File: src/rtl/core/ocp_pkg.sv
// shared codes and constants for the order crossover block
// no dependencies; imported by every other file of the block

package ocp_pkg;

    localparam int MODE_BITS   = 2;
    localparam int CUT_BITS    = 6;
    localparam int LEN_BITS    = 7;
    localparam int QUEUE_DEPTH = 4;
    localparam int QPTR_BITS   = $clog2(QUEUE_DEPTH);
    localparam int QCNT_BITS   = $clog2(QUEUE_DEPTH + 1);

    // input beat mode codes
    localparam logic [MODE_BITS-1:0] MODE_LOAD_FIRST  = 2'd0;
    localparam logic [MODE_BITS-1:0] MODE_LOAD_SECOND = 2'd1;
    localparam logic [MODE_BITS-1:0] MODE_RUN         = 2'd2;

    // commands passed from front to back
    typedef enum logic [1:0] {
        OP_LOAD_FIRST,
        OP_LOAD_SECOND,
        OP_RUN
    } op_t;

endpackage

File: src/rtl/core/ocp_if.sv
// valid/ready channel interfaces for input beats and child beats
// depends on ocp_pkg for field widths

interface ocp_in_if
    import ocp_pkg::*;
#(
    parameter int KEY_BITS = 16
);
    logic                 valid;
    logic                 ready;
    logic [MODE_BITS-1:0] mode;
    logic [KEY_BITS-1:0]  element_key;
    logic [CUT_BITS-1:0]  left_cut;
    logic [CUT_BITS-1:0]  right_cut;

    modport source (output valid, output mode, output element_key,
                    output left_cut, output right_cut, input ready);
    modport sink   (input valid, input mode, input element_key,
                    input left_cut, input right_cut, output ready);
endinterface

interface ocp_out_if
#(
    parameter int KEY_BITS = 16
);
    logic                valid;
    logic                ready;
    logic [KEY_BITS-1:0] child_key;
    logic                slot_empty;
    logic                last;

    modport source (output valid, output child_key, output slot_empty,
                    output last, input ready);
    modport sink   (input valid, input child_key, input slot_empty,
                    input last, output ready);
endinterface

File: src/rtl/core/ocp_queue.sv
// short command queue between the front and back of the crossover block
// depends on ocp_pkg for the queue depth

module ocp_queue
    import ocp_pkg::*;
#(
    parameter int WIDTH = 32
)
(
    input  logic             clk,
    input  logic             rst_n,
    input  logic             push,
    input  logic [WIDTH-1:0] push_data,
    input  logic             pop,
    output logic [WIDTH-1:0] pop_data,
    output logic             full,
    output logic             empty
);

    logic [WIDTH-1:0]     entry_reg [QUEUE_DEPTH];
    logic [QPTR_BITS-1:0] wr_ptr_reg, wr_ptr_next;
    logic [QPTR_BITS-1:0] rd_ptr_reg, rd_ptr_next;
    logic [QCNT_BITS-1:0] count_reg, count_next;
    logic                 do_push, do_pop;

    assign full     = (count_reg == QCNT_BITS'(QUEUE_DEPTH));
    assign empty    = (count_reg == '0);
    assign do_push  = push && !full;
    assign do_pop   = pop && !empty;
    assign pop_data = entry_reg[rd_ptr_reg];

    always_comb
    begin
        wr_ptr_next = wr_ptr_reg;
        rd_ptr_next = rd_ptr_reg;
        count_next  = count_reg;
        if (do_push)
        begin
            wr_ptr_next = (wr_ptr_reg == QPTR_BITS'(QUEUE_DEPTH - 1)) ? '0 : wr_ptr_reg + 1'b1;
        end
        if (do_pop)
        begin
            rd_ptr_next = (rd_ptr_reg == QPTR_BITS'(QUEUE_DEPTH - 1)) ? '0 : rd_ptr_reg + 1'b1;
        end
        if (do_push && !do_pop)
        begin
            count_next = count_reg + 1'b1;
        end
        else if (do_pop && !do_push)
        begin
            count_next = count_reg - 1'b1;
        end
    end

    always_ff @(posedge clk or negedge rst_n)
    begin
        if (!rst_n)
        begin
            wr_ptr_reg <= '0;
            rd_ptr_reg <= '0;
            count_reg  <= '0;
        end
        else
        begin
            wr_ptr_reg <= wr_ptr_next;
            rd_ptr_reg <= rd_ptr_next;
            count_reg  <= count_next;
        end
    end

    always_ff @(posedge clk)
    begin
        if (do_push)
        begin
            entry_reg[wr_ptr_reg] <= push_data;
        end
    end

endmodule

File: src/rtl/core/ocp_front.sv
// front end: accepts input beats, tracks load counts, orders the cuts
// depends on ocp_pkg and ocp_if; feeds commands to ocp_queue

module ocp_front
    import ocp_pkg::*;
#(
    parameter int MAX_LENGTH = 64,
    parameter int KEY_BITS   = 16,
    localparam int IDX_BITS  = $clog2(MAX_LENGTH),
    localparam int CNT_BITS  = $clog2(MAX_LENGTH + 1),
    localparam int CMD_BITS  = $bits(op_t) + KEY_BITS + 2 * IDX_BITS
)
(
    input  logic                clk,
    input  logic                rst_n,
    ocp_in_if.sink              item_in,
    input  logic [CNT_BITS-1:0] n_len,
    input  logic                q_full,
    output logic                push,
    output logic [CMD_BITS-1:0] push_data
);

    typedef struct packed {
        op_t                 op;
        logic [KEY_BITS-1:0] key;
        logic [IDX_BITS-1:0] idx_a;
        logic [IDX_BITS-1:0] idx_b;
    } cmd_t;

    logic [CNT_BITS-1:0] cnt_a_reg, cnt_a_next;
    logic [CNT_BITS-1:0] cnt_b_reg, cnt_b_next;
    logic                accept;
    cmd_t                cmd;
    logic [CUT_BITS-1:0] lo_cut, hi_cut;
    logic [31:0]         lo_w, hi_w, nm1_w;
    logic [IDX_BITS-1:0] left_idx, right_idx;

    assign item_in.ready = !q_full;
    assign accept        = item_in.valid && !q_full;
    assign push_data     = cmd;

    // order the cuts and clamp them to the last position
    always_comb
    begin
        lo_cut = (item_in.left_cut < item_in.right_cut) ? item_in.left_cut : item_in.right_cut;
        hi_cut = (item_in.left_cut < item_in.right_cut) ? item_in.right_cut : item_in.left_cut;
        lo_w   = 32'(lo_cut);
        hi_w   = 32'(hi_cut);
        nm1_w  = 32'(n_len) - 32'd1;
        if (n_len < CNT_BITS'(2))
        begin
            left_idx  = '0;
            right_idx = '0;
        end
        else
        begin
            left_idx  = IDX_BITS'((lo_w > nm1_w) ? nm1_w : lo_w);
            right_idx = IDX_BITS'((hi_w > nm1_w) ? nm1_w : hi_w);
        end
    end

    always_comb
    begin
        cnt_a_next = cnt_a_reg;
        cnt_b_next = cnt_b_reg;
        push       = 1'b0;
        cmd.op     = OP_RUN;
        cmd.key    = item_in.element_key;
        cmd.idx_a  = left_idx;
        cmd.idx_b  = right_idx;
        unique case (item_in.mode)
            MODE_LOAD_FIRST:
            begin
                cmd.op    = OP_LOAD_FIRST;
                cmd.idx_a = cnt_a_reg[IDX_BITS-1:0];
                if (accept && (cnt_a_reg != CNT_BITS'(MAX_LENGTH)))
                begin
                    push       = 1'b1;
                    cnt_a_next = cnt_a_reg + 1'b1;
                end
            end
            MODE_LOAD_SECOND:
            begin
                cmd.op    = OP_LOAD_SECOND;
                cmd.idx_a = cnt_b_reg[IDX_BITS-1:0];
                if (accept && (cnt_b_reg != CNT_BITS'(MAX_LENGTH)))
                begin
                    push       = 1'b1;
                    cnt_b_next = cnt_b_reg + 1'b1;
                end
            end
            MODE_RUN:
            begin
                if (accept)
                begin
                    push       = 1'b1;
                    cnt_a_next = '0;
                    cnt_b_next = '0;
                end
            end
            default:
            begin
                push = 1'b0;
            end
        endcase
    end

    always_ff @(posedge clk or negedge rst_n)
    begin
        if (!rst_n)
        begin
            cnt_a_reg <= '0;
            cnt_b_reg <= '0;
        end
        else
        begin
            cnt_a_reg <= cnt_a_next;
            cnt_b_reg <= cnt_b_next;
        end
    end

endmodule

File: src/rtl/core/ocp_back.sv
// back end: parent and child memories, segment copy, key scan, child emit
// depends on ocp_pkg and ocp_if; takes commands from ocp_queue

module ocp_back
    import ocp_pkg::*;
#(
    parameter int MAX_LENGTH = 64,
    parameter int KEY_BITS   = 16,
    localparam int IDX_BITS  = $clog2(MAX_LENGTH),
    localparam int CNT_BITS  = $clog2(MAX_LENGTH + 1),
    localparam int CMD_BITS  = $bits(op_t) + KEY_BITS + 2 * IDX_BITS
)
(
    input  logic                clk,
    input  logic                rst_n,
    input  logic [CNT_BITS-1:0] n_len,
    input  logic                q_empty,
    input  logic [CMD_BITS-1:0] q_data,
    output logic                pop,
    ocp_out_if.source           child_out
);

    typedef struct packed {
        op_t                 op;
        logic [KEY_BITS-1:0] key;
        logic [IDX_BITS-1:0] idx_a;
        logic [IDX_BITS-1:0] idx_b;
    } cmd_t;

    localparam logic [2:0] ST_IDLE     = 3'd0;
    localparam logic [2:0] ST_SEG_RD   = 3'd1;
    localparam logic [2:0] ST_SEG_WR   = 3'd2;
    localparam logic [2:0] ST_SCAN_RD  = 3'd3;
    localparam logic [2:0] ST_SCAN_CMP = 3'd4;
    localparam logic [2:0] ST_EMIT_RD  = 3'd5;
    localparam logic [2:0] ST_EMIT_OUT = 3'd6;

    logic [KEY_BITS-1:0] mem_a [MAX_LENGTH];
    logic [KEY_BITS-1:0] mem_b [MAX_LENGTH];
    logic [KEY_BITS-1:0] mem_c [MAX_LENGTH];
    logic [KEY_BITS-1:0] a_q, b_q, c_q;

    logic [2:0]          state_reg, state_next;
    logic [IDX_BITS-1:0] ptr_reg, ptr_next;
    logic [IDX_BITS-1:0] src_reg, src_next;
    logic [IDX_BITS-1:0] wr_reg, wr_next;
    logic [IDX_BITS-1:0] left_reg, left_next;
    logic [IDX_BITS-1:0] right_reg, right_next;
    logic [CNT_BITS-1:0] off_reg, off_next;
    logic [CNT_BITS-1:0] j_reg, j_next;
    logic [CNT_BITS-1:0] fill_reg, fill_next;
    logic [CNT_BITS-1:0] free_reg, free_next;

    logic                out_valid_reg, out_valid_next;
    logic [KEY_BITS-1:0] out_key_reg, out_key_next;
    logic                out_empty_reg, out_empty_next;
    logic                out_last_reg, out_last_next;
    logic                load_out;

    cmd_t                cmd;
    logic                a_we, b_we, c_we;
    logic [IDX_BITS-1:0] c_waddr;
    logic [KEY_BITS-1:0] c_wdata;
    logic [CNT_BITS-1:0] seg_len;
    logic [CNT_BITS-1:0] ring_dist;
    logic                slot_filled;
    logic                key_match, placed_now, last_key;

    function automatic logic [IDX_BITS-1:0] wrap_inc(input logic [IDX_BITS-1:0] x,
                                                     input logic [CNT_BITS-1:0] n);
        logic [CNT_BITS-1:0] x1;
        x1 = CNT_BITS'(x) + 1'b1;
        return (x1 == n) ? '0 : x1[IDX_BITS-1:0];
    endfunction

    assign cmd      = cmd_t'(q_data);
    assign pop      = (state_reg == ST_IDLE) && !q_empty;
    assign a_we     = pop && (cmd.op == OP_LOAD_FIRST);
    assign b_we     = pop && (cmd.op == OP_LOAD_SECOND);
    assign seg_len  = CNT_BITS'(cmd.idx_b) - CNT_BITS'(cmd.idx_a) + 1'b1;

    // circular distance from the left cut; filled slots form one run from there
    assign ring_dist   = (ptr_reg >= left_reg) ? (CNT_BITS'(ptr_reg) - CNT_BITS'(left_reg))
                                               : (CNT_BITS'(ptr_reg) + n_len - CNT_BITS'(left_reg));
    assign slot_filled = (ring_dist < fill_reg);
    assign key_match   = (c_q == b_q);
    assign placed_now  = !key_match && ((j_reg + 1'b1) == fill_reg);
    assign last_key    = ((off_reg + 1'b1) == n_len) || (placed_now && (free_reg == CNT_BITS'(1)));
    assign load_out    = (state_reg == ST_EMIT_OUT) && (!out_valid_reg || child_out.ready);

    assign child_out.valid      = out_valid_reg;
    assign child_out.child_key  = out_key_reg;
    assign child_out.slot_empty = out_empty_reg;
    assign child_out.last       = out_last_reg;

    always_comb
    begin
        state_next     = state_reg;
        ptr_next       = ptr_reg;
        src_next       = src_reg;
        wr_next        = wr_reg;
        left_next      = left_reg;
        right_next     = right_reg;
        off_next       = off_reg;
        j_next         = j_reg;
        fill_next      = fill_reg;
        free_next      = free_reg;
        c_we           = 1'b0;
        c_waddr        = ptr_reg;
        c_wdata        = a_q;
        out_valid_next = out_valid_reg && !child_out.ready;
        out_key_next   = out_key_reg;
        out_empty_next = out_empty_reg;
        out_last_next  = out_last_reg;
        unique case (state_reg)
            ST_IDLE:
            begin
                if (pop && (cmd.op == OP_RUN) && (n_len != '0))
                begin
                    left_next  = cmd.idx_a;
                    right_next = cmd.idx_b;
                    ptr_next   = cmd.idx_a;
                    fill_next  = seg_len;
                    free_next  = n_len - seg_len;
                    wr_next    = wrap_inc(cmd.idx_b, n_len);
                    src_next   = wrap_inc(cmd.idx_b, n_len);
                    off_next   = '0;
                    state_next = ST_SEG_RD;
                end
            end
            ST_SEG_RD:
            begin
                state_next = ST_SEG_WR;
            end
            ST_SEG_WR:
            begin
                c_we = 1'b1;
                if (ptr_reg == right_reg)
                begin
                    if (free_reg == '0)
                    begin
                        ptr_next   = '0;
                        state_next = ST_EMIT_RD;
                    end
                    else
                    begin
                        ptr_next   = left_reg;
                        j_next     = '0;
                        state_next = ST_SCAN_RD;
                    end
                end
                else
                begin
                    ptr_next   = ptr_reg + 1'b1;
                    state_next = ST_SEG_RD;
                end
            end
            ST_SCAN_RD:
            begin
                state_next = ST_SCAN_CMP;
            end
            ST_SCAN_CMP:
            begin
                if (placed_now)
                begin
                    c_we      = 1'b1;
                    c_waddr   = wr_reg;
                    c_wdata   = b_q;
                    wr_next   = wrap_inc(wr_reg, n_len);
                    fill_next = fill_reg + 1'b1;
                    free_next = free_reg - 1'b1;
                end
                if (key_match || placed_now)
                begin
                    if (last_key)
                    begin
                        ptr_next   = '0;
                        state_next = ST_EMIT_RD;
                    end
                    else
                    begin
                        off_next   = off_reg + 1'b1;
                        src_next   = wrap_inc(src_reg, n_len);
                        ptr_next   = left_reg;
                        j_next     = '0;
                        state_next = ST_SCAN_RD;
                    end
                end
                else
                begin
                    j_next     = j_reg + 1'b1;
                    ptr_next   = wrap_inc(ptr_reg, n_len);
                    state_next = ST_SCAN_RD;
                end
            end
            ST_EMIT_RD:
            begin
                state_next = ST_EMIT_OUT;
            end
            ST_EMIT_OUT:
            begin
                if (load_out)
                begin
                    out_valid_next = 1'b1;
                    out_key_next   = slot_filled ? c_q : '0;
                    out_empty_next = !slot_filled;
                    out_last_next  = ((CNT_BITS'(ptr_reg) + 1'b1) == n_len);
                    if ((CNT_BITS'(ptr_reg) + 1'b1) == n_len)
                    begin
                        state_next = ST_IDLE;
                    end
                    else
                    begin
                        ptr_next   = ptr_reg + 1'b1;
                        state_next = ST_EMIT_RD;
                    end
                end
            end
            default:
            begin
                state_next = ST_IDLE;
            end
        endcase
    end

    always_ff @(posedge clk or negedge rst_n)
    begin
        if (!rst_n)
        begin
            state_reg     <= ST_IDLE;
            out_valid_reg <= 1'b0;
        end
        else
        begin
            state_reg     <= state_next;
            out_valid_reg <= out_valid_next;
        end
    end

    always_ff @(posedge clk)
    begin
        ptr_reg       <= ptr_next;
        src_reg       <= src_next;
        wr_reg        <= wr_next;
        left_reg      <= left_next;
        right_reg     <= right_next;
        off_reg       <= off_next;
        j_reg         <= j_next;
        fill_reg      <= fill_next;
        free_reg      <= free_next;
        out_key_reg   <= out_key_next;
        out_empty_reg <= out_empty_next;
        out_last_reg  <= out_last_next;
    end

    // parent and child memories, one write port each, registered reads
    always_ff @(posedge clk)
    begin
        if (a_we)
        begin
            mem_a[cmd.idx_a] <= cmd.key;
        end
        if (b_we)
        begin
            mem_b[cmd.idx_a] <= cmd.key;
        end
        if (c_we)
        begin
            mem_c[c_waddr] <= c_wdata;
        end
        a_q <= mem_a[ptr_reg];
        b_q <= mem_b[src_reg];
        c_q <= mem_c[ptr_reg];
    end

endmodule

File: src/rtl/core/order_crossover_permutation.sv
// order crossover (ox1) of two parent permutations, top level
// load beat: taken one per cycle while the queue is not full, written to its parent memory at
// the edge it leaves the queue (back idle only); the queue holds 4 commands during a run
// run beat: the segment is copied, child entries are compared for each second-parent key
// (until free slots run out), then the child beats are emitted
// reset: control and load counts cleared; parent and child memories hold garbage until written

module order_crossover_permutation
    import ocp_pkg::*;
#(
    parameter int MAX_LENGTH = 64,
    parameter int KEY_BITS   = 16
)
(
    input  logic                clk,
    input  logic                rst_n,
    input  logic                cfg_we,
    input  logic [LEN_BITS-1:0] cfg_wdata,
    ocp_in_if.sink              item_in,
    ocp_out_if.source           child_out
);

    localparam int IDX_BITS = $clog2(MAX_LENGTH);
    localparam int CNT_BITS = $clog2(MAX_LENGTH + 1);
    localparam int CMD_BITS = $bits(op_t) + KEY_BITS + 2 * IDX_BITS;

    // element count register; the user must write it only while the block is idle, the block does not enforce it
    logic [LEN_BITS-1:0] length_reg;
    logic [CNT_BITS-1:0] n_len;

    // front to queue to back command path
    logic                q_push, q_pop, q_full, q_empty;
    logic [CMD_BITS-1:0] q_push_data, q_pop_data;

    always_ff @(posedge clk or negedge rst_n)
    begin
        if (!rst_n)
        begin
            length_reg <= '0;
        end
        else if (cfg_we)
        begin
            length_reg <= cfg_wdata;
        end
    end

    // saturate the element count to the memory depth
    assign n_len = (32'(length_reg) > 32'(MAX_LENGTH)) ? CNT_BITS'(MAX_LENGTH)
                                                      : CNT_BITS'(length_reg);

    // front: takes beats, keeps load counts, orders and clamps the cuts
    ocp_front #(
        .MAX_LENGTH (MAX_LENGTH),
        .KEY_BITS   (KEY_BITS)
    ) u_front (
        .clk       (clk),
        .rst_n     (rst_n),
        .item_in   (item_in),
        .n_len     (n_len),
        .q_full    (q_full),
        .push      (q_push),
        .push_data (q_push_data)
    );

    // short command queue so loads keep flowing while a run is busy
    ocp_queue #(
        .WIDTH (CMD_BITS)
    ) u_queue (
        .clk       (clk),
        .rst_n     (rst_n),
        .push      (q_push),
        .push_data (q_push_data),
        .pop       (q_pop),
        .pop_data  (q_pop_data),
        .full      (q_full),
        .empty     (q_empty)
    );

    // back: memories, segment copy, duplicate scan, child beats out
    ocp_back #(
        .MAX_LENGTH (MAX_LENGTH),
        .KEY_BITS   (KEY_BITS)
    ) u_back (
        .clk       (clk),
        .rst_n     (rst_n),
        .n_len     (n_len),
        .q_empty   (q_empty),
        .q_data    (q_pop_data),
        .pop       (q_pop),
        .child_out (child_out)
    );

endmodule
File: src/flat_wrapper.sv
// flat-port wrapper written by rule: the top's interface ports become plain ports
module order_crossover_permutation_flat import ocp_pkg::*;
#(
    parameter int MAX_LENGTH = 64,
    parameter int KEY_BITS   = 16
)
  (clk, rst_n, cfg_we, cfg_wdata, item_in_valid, item_in_mode, item_in_element_key, item_in_left_cut, item_in_right_cut, item_in_ready, child_out_valid, child_out_child_key, child_out_slot_empty, child_out_last, child_out_ready);
  ocp_in_if #(.KEY_BITS(KEY_BITS)) item_in_i ();
  ocp_out_if #(.KEY_BITS(KEY_BITS)) child_out_i ();
  input  logic clk;
  input  logic rst_n;
  input  logic cfg_we;
  input  logic [LEN_BITS-1:0] cfg_wdata;
  input wire logic [$bits(item_in_i.valid)-1:0] item_in_valid;
  input wire logic [$bits(item_in_i.mode)-1:0] item_in_mode;
  input wire logic [$bits(item_in_i.element_key)-1:0] item_in_element_key;
  input wire logic [$bits(item_in_i.left_cut)-1:0] item_in_left_cut;
  input wire logic [$bits(item_in_i.right_cut)-1:0] item_in_right_cut;
  output wire logic [$bits(item_in_i.ready)-1:0] item_in_ready;
  output wire logic [$bits(child_out_i.valid)-1:0] child_out_valid;
  output wire logic [$bits(child_out_i.child_key)-1:0] child_out_child_key;
  output wire logic [$bits(child_out_i.slot_empty)-1:0] child_out_slot_empty;
  output wire logic [$bits(child_out_i.last)-1:0] child_out_last;
  input wire logic [$bits(child_out_i.ready)-1:0] child_out_ready;
  assign item_in_i.valid = item_in_valid;
  assign item_in_i.mode = item_in_mode;
  assign item_in_i.element_key = item_in_element_key;
  assign item_in_i.left_cut = item_in_left_cut;
  assign item_in_i.right_cut = item_in_right_cut;
  assign item_in_ready = item_in_i.ready;
  assign child_out_valid = child_out_i.valid;
  assign child_out_child_key = child_out_i.child_key;
  assign child_out_slot_empty = child_out_i.slot_empty;
  assign child_out_last = child_out_i.last;
  assign child_out_i.ready = child_out_ready;
  order_crossover_permutation #(.MAX_LENGTH(MAX_LENGTH), .KEY_BITS(KEY_BITS)) u_core (.clk(clk), .rst_n(rst_n), .cfg_we(cfg_we), .cfg_wdata(cfg_wdata), .item_in(item_in_i), .child_out(child_out_i));
endmodule
File: config.mk
export PLATFORM = sky130hd
export DESIGN_NAME = order_crossover_permutation_flat
export DESIGN_NICKNAME = d
export VERILOG_FILES = /design/src/rtl/core/ocp_pkg.sv /design/src/rtl/core/ocp_if.sv /design/src/rtl/core/ocp_queue.sv /design/src/rtl/core/ocp_front.sv /design/src/rtl/core/ocp_back.sv /design/src/rtl/core/order_crossover_permutation.sv /design/src/flat_wrapper.sv
export SDC_FILE = /design/constraint.sdc
export NUM_CORES = 2
export LEC_CHECK = 0
export ABC_CLOCK_PERIOD_IN_PS = 8900
export BUFFER_PORTS_ARGS = -buffer_cell sky130_fd_sc_hd__clkbuf_2
export CAP_MARGIN = 10
export CORE_MARGIN = 5
export CORE_UTILIZATION = 61
export DETAILED_ROUTE_END_ITERATION = 12
export PLACE_DENSITY = 0.77
export SYNTH_ARGS = -nofsm -noshare
export SYNTH_HDL_FRONTEND = slang
export SYNTH_HIERARCHICAL = 1
export SYNTH_SLANG_ARGS = --single-unit
File: constraint.sdc
create_clock -name clk -period 8.9 [get_ports clk]
set_input_delay 1.78 -clock clk [delete_from_list [all_inputs] [get_ports clk]]
set_output_delay 1.78 -clock clk [all_outputs]
set_load 0.1 [all_outputs]
Yosys cells after proc, flatten, opt, wreduce, memory -nomap -nowiden
Memory sizes are Yosys's and may differ from the RTL's. A register that Yosys moved wholly into a read port is not among the register bits. Cells that the tools add are included.

Bits in registers: 108. RAM bits: 3192. Input bits: 42. Output and inout bits: 20. Memories: 4.

Memory list: u_core.u_back.mem_a (words 64, width 16, rd ports 1, clocked after memory_dff 1, write ports 1, RTL line ocp_back.sv:38) `logic [KEY_BITS-1:0] mem_a [MAX_LENGTH];`; u_core.u_back.mem_b (words 64, width 16, rd ports 1, clocked after memory_dff 1, write ports 1, RTL line ocp_back.sv:39) `logic [KEY_BITS-1:0] mem_b [MAX_LENGTH];`; u_core.u_back.mem_c (words 64, width 16, rd ports 1, clocked after memory_dff 1, write ports 1, RTL line ocp_back.sv:40) `logic [KEY_BITS-1:0] mem_c [MAX_LENGTH];`; u_core.u_queue.entry_reg (words 4, width 30, rd ports 1, clocked after memory_dff 0, write ports 1, RTL line ocp_queue.sv:20) `logic [WIDTH-1:0] entry_reg [QUEUE_DEPTH];`.

Add/subtract/negate cells: 22. Order comparisons: 7. Equal/unequal tests: 36. Multiplexer cells: 80. Reductions and logical operators: 48.

Operators with widths (count): $mux W6 (23); $mux W7 (16); $pmux W7 S2 (6); $gt A6 B32 Y1 (2); $add A7 B1 Y7 const B (6); $eq A7 B7 Y1 (6); $pmux W6 S2 (3); $mux W16 (2); $add A6 B1 Y7 const B (4); $mux W3 (9); $pmux W6 S4 (1); $pmux W3 S7 (1); $ne A2 B2 Y1 const B (10); $eq A16 B16 Y1 (1); $logic_and A1 B1 Y1 (16); $mux W1 (14); $ne A7 B7 Y1 const B (2); $sub A6 B6 Y7 (2); $eq A3 B3 Y1 const B (4); $reduce_and A4 Y1 (3); $reduce_bool A2 Y1 (5); $reduce_and A3 Y1 (3); $eq A2 B2 Y1 const B (4); $logic_not A1 Y1 (8); other kinds (32) (42).

Longest topological paths before layout
Depth after elaboration: 11. Mapped depth: 21. Gate-level depth less buffers: 17.

Cells and area by module
The synthesis kept the hierarchy.

By module, submodules not included: ocp_back (instances 1, cells each 5360, area each 124879.8 um^2); ocp_queue (instances 1, cells each 194, area each 4765.8 um^2); ocp_front (instances 1, cells each 274, area each 2168.3 um^2); order_crossover_permutation (instances 1, cells each 22, area each 332.8 um^2).

Worst setup path before layout
No wires, ideal clock.

Kind: input to register. From: input item_in_right_cut[2]. To: memory u_core/u_queue/entry_reg[0][0] in the netlist's numbering, data pin. Data arrival time: 4.652 ns. Slack: 3.970 ns. Stages on the path: 14. Path buffers: 1. Path through: inv_1 > ha_1 > a21oi_1 > o21ai_1 > a21oi_2 > mux2i_1 > inv_1 > ha_1 > and4b_1 > a211o_2 > a31oi_1 > or3_1 > buf_6 > a211oi_2.

Word-level cells in the longest chain between the ends: 5.

RTL lines: from (decl) (RTL line flat_wrapper.sv:18) `input wire logic [$bits(item_in_i.right_cut)-1:0] item_in_right_cut;`; $lt A6 B6 Y1 (RTL line ocp_front.sv:46) `hi_cut = (item_in.left_cut < item_in.right_cut) ? item_in.right_cut : item_in.left_cut;`; $mux W6 * (RTL line ocp_front.sv:46); $gt A6 B32 Y1 (RTL line ocp_front.sv:58) `right_idx = IDX_BITS'((hi_w > nm1_w) ? nm1_w : hi_w);`; $mux W6 * (RTL line ocp_front.sv:58); $mux W6 * (RTL line ocp_front.sv:50) `if (n_len < CNT_BITS'(2))`; via u_core.q_push_data[0] (RTL line order_crossover_permutation.sv:33) `logic [CMD_BITS-1:0] q_push_data, q_pop_data;`; to (decl) (RTL line ocp_queue.sv:20).

Mark *: on every way through the listed nets, which the timed path passes. The rest lies on a longest branch.

==> key figures <==
Run status
  – Status: completed

Timing
  – Endpoints failing hold: 0
  – Max-slew violations: 0
  – Setup tns final: 0 ps
  – Tightest Pin Transition: 1330 ps
  – Relative slew slack: 11.4%
  – Hold slack: 502 ps
  – RSZ-0062 raised after global routing: false
  – Final setup fails: 0
  – Clock Skew: 91.0 ps
  – Worst Slack Setup Final: 3210 ps
  – Period utilization: 63.9%
  – Period minus WS final: 5690 ps
  – Fmax: 176 MHz

Worst hold path
  – Worst hold path class: flop to flop

Clocking
  – Reg clk slew, reported paths: 60 ps
  – Cts bufs inserted: 341
  – CTS tree: done
  – Setup Buffers After CTS: 0
  – Max Root-Sink Buffers: 4
  – H-tree levels: 5
  – CTS resizes: 0
  – Hold_buf cts: 0
  – Root buffer cell: clkbuf_16
  – Clock Latency Late Sink: 990 ps
  – Num Clock Sinks: 3348

Synth
  – Avg Cell Area, Syn: 22.6 sq um
  – Async SR Flop Fraction: 0.956%
  – Netlist cell types: 91
  – Yosys warns: 6
  – Flops & latches, synth: 3348
  – Sequential fraction of the synthesis area: 75.6%
  – Mapped cell area: 132000 sq um
  – Post-synth net total: 5974
  – Post-synth EDFFs: 3268
  – Top_reg_cell synth: edfxtp_1
  – Cell count after synthesis: 5850

Detailed routing
  – Drt drc: 0
  – Vias: 65500
  – Mean number of vias per cell: 7.02
  – WL/cell: 36.5 um
  – Final antenna-violating net count: 0
  – TritonRoute pass-1 iters: 6
  – First-iteration detailed-routing DRC count: 10900
  – DRT Wirelength: 340 mm

Critical path
  – Critical path startpoint category: flop
  – FF-to-FF path depth: 6
  – Crit path max fanout: 69
  – Arrival time at the worst endpoint: 6540 ps
  – WP data required: 9750 ps
  – Worst setup EP type: flop
  – Reg-to-reg endpoint: u_core/u_back/a_q[9]$_DFF_P_
  – CP Class: flop to flop
  – Crit path from: u_core/u_back/ptr_reg[1]$_DFFE_PP_
  – CP endpoint: u_core/u_back/a_q[9]$_DFF_P_
  – Worst reg2reg path startpoint: u_core/u_back/ptr_reg[1]$_DFFE_PP_
  – R2r setup slk: 3210 ps

Pwr
  – PD cells: 347 nW/um^2
  – Peak VDD IR: 531 uV
  – LEAKAGE: 46.9 nW

Final layout
  – NumNets Final: 6351
  – Area Overhead vs Synth: 11.8%
  – Largest registers: u_core/u_back/mem_a (1024), u_core/u_back/mem_b (1024), u_core/u_back/mem_c (1024)
  – Most frequent cells in the layout: edfxtp_1 (3268), mux4_2 (1022), clkbuf_16 (349)
  – Most common cell after layout, fill and taps aside: edfxtp_1
  – Fraction of layout cells with a size suffix above 1: 29.9%

Die
  – Die ar.: 226000 sq um
  – Core ar.: 215000 sq um
  – Die width: 475 um
  – Initial core utilization: 61.5%
  – Num ports: 62
  – Num rows: 170
  – Die Ht: 475 um

Global routing
  – Grt ovf: 0
  – First-pass GRT wire length: 489 mm
  – Number of global-route vias before repair: 66700
  – Largest net degree at the start of global routing: 139
  – Initial antenna violation count: 17
  – Tot GR Track Use: 30.7%

Run
  – Max-Cap Viols: 0

Place
  – HPWL Detailed: 181 mm
  – Final GP Congestion: 0.864
  – Buffers on Ports: 61
  – Pre-CTS WS: 3210 ps
==> synth_stat cells (all sizes together), types with 6 or more instances <==
master	instances	area share, %
a211oi	20	0.14
a21o	14	0.080
a21oi	53	0.20
a32oi	7	0.046
and2	9	0.045
and3	16	0.076
buf	171	0.69
clkbuf	134	0.38
dfrtp	32	0.61
dfxtp	48	0.73
edfxtp	3268	74
fa	10	0.15
ha	72	0.68
inv	104	0.30
mux2	14	0.14
mux2i	26	0.20
mux4	1038	18
nand2	111	0.32
nand2b	9	0.043
nand3	45	0.18
nand3b	17	0.097
nand4	16	0.076
nor2	267	0.76
nor2b	16	0.076
nor3	19	0.084
nor4	24	0.12
o2111ai	7	0.046
o211ai	10	0.057
o21ai	29	0.11
o21bai	10	0.057
o22ai	14	0.066
o2bb2ai	7	0.046
o31ai	6	0.038
or2	15	0.071
xnor2	69	0.46
xor2	54	0.36
==> worst min-delay path by stage <==
stage	from	to	slack, ps	cells past startpoint
final	u_core/length_reg[4]$_DFFE_PN0P_	u_core/length_reg[4]$_DFFE_PN0P_	500	1
after CTS	u_core/length_reg[4]$_DFFE_PN0P_	u_core/length_reg[4]$_DFFE_PN0P_	500	1
after detailed placement	u_core/length_reg[4]$_DFFE_PN0P_	u_core/length_reg[4]$_DFFE_PN0P_	490	1
after global routing	u_core/length_reg[4]$_DFFE_PN0P_	u_core/length_reg[4]$_DFFE_PN0P_	530	1
after global placement	u_core/length_reg[2]$_DFFE_PN0P_	u_core/length_reg[2]$_DFFE_PN0P_	490	1
after floorplan	u_core/length_reg[0]$_DFFE_PN0P_	u_core/length_reg[0]$_DFFE_PN0P_	470	1
==> routing by layer <==
metal	GRT usage (%)	wire length (um)
met5	0	73
met4	13.0	17000
met3	6.67	40200
met2	48.4	165000
met1	42.6	118000
==> final cells by class <==
| class | instances | area [sq um] |
|---|---|---|
| Multi-Input combinational cell | 2092 | 30600 |
| Timing Repair Buffer | 339 | 2520 |
| Antenna cell | 10 | 25.0 |
| Clock inverter | 189 | 1720 |
| Sequential cell | 3348 | 99900 |
| Clock buffer | 409 | 9000 |
| Fill cell | 12100 | 67300 |
| Inverter | 105 | 402 |
| Tap cell | 2838 | 3550 |
==> kinds of logic (layout without fill, tap and decap cells) <==
family / count (synthesis) / in the layout / synth area share [%]
AOI/OAI and AO/OA: 227 / 227 / 1.25
xor gates and xnor gates: 127 / 127 / 0.883
adders and majority gates: 82 / 82 / 0.833
buffers and inverters: 410 / 1042 / 1.37
DFF: 3348 / 3348 / 75.6
muxes: 1078 / 1078 / 18.0
other: 0 / 10 / 0
and+or+nand+nor: 578 / 578 / 2.03
==> report_power, final <==
group	leakage, nW	switching (mW)	internal, mW
sequential	30.2	0.591	20.6
clock	5.22	5.90	8.08
combinational	11.5	9.96	6.06
total	46.9	16.4	34.7
==> critical path, stage by stage, from the launching register on <==
cell and delay [ps]:
edfxtp_1 1170, buf_4 980, buf_4 960, buf_4 860, mux4_2 450, mux4_2 550
mux4_2 500
==> stage by stage <==
stage	area [sq um]	util, %	instances	total power, mW
after floorplan	132000	-	5850	31.6
after global placement	137000	63.7	8717	36.5
after detailed placement	137000	63.7	8717	37.0
after CTS	148000	68.6	9315	51.1
after global routing	148000	68.7	9322	52.9
final	148000	68.7	9330	51.2
Power figures use the tool's default switching activity.
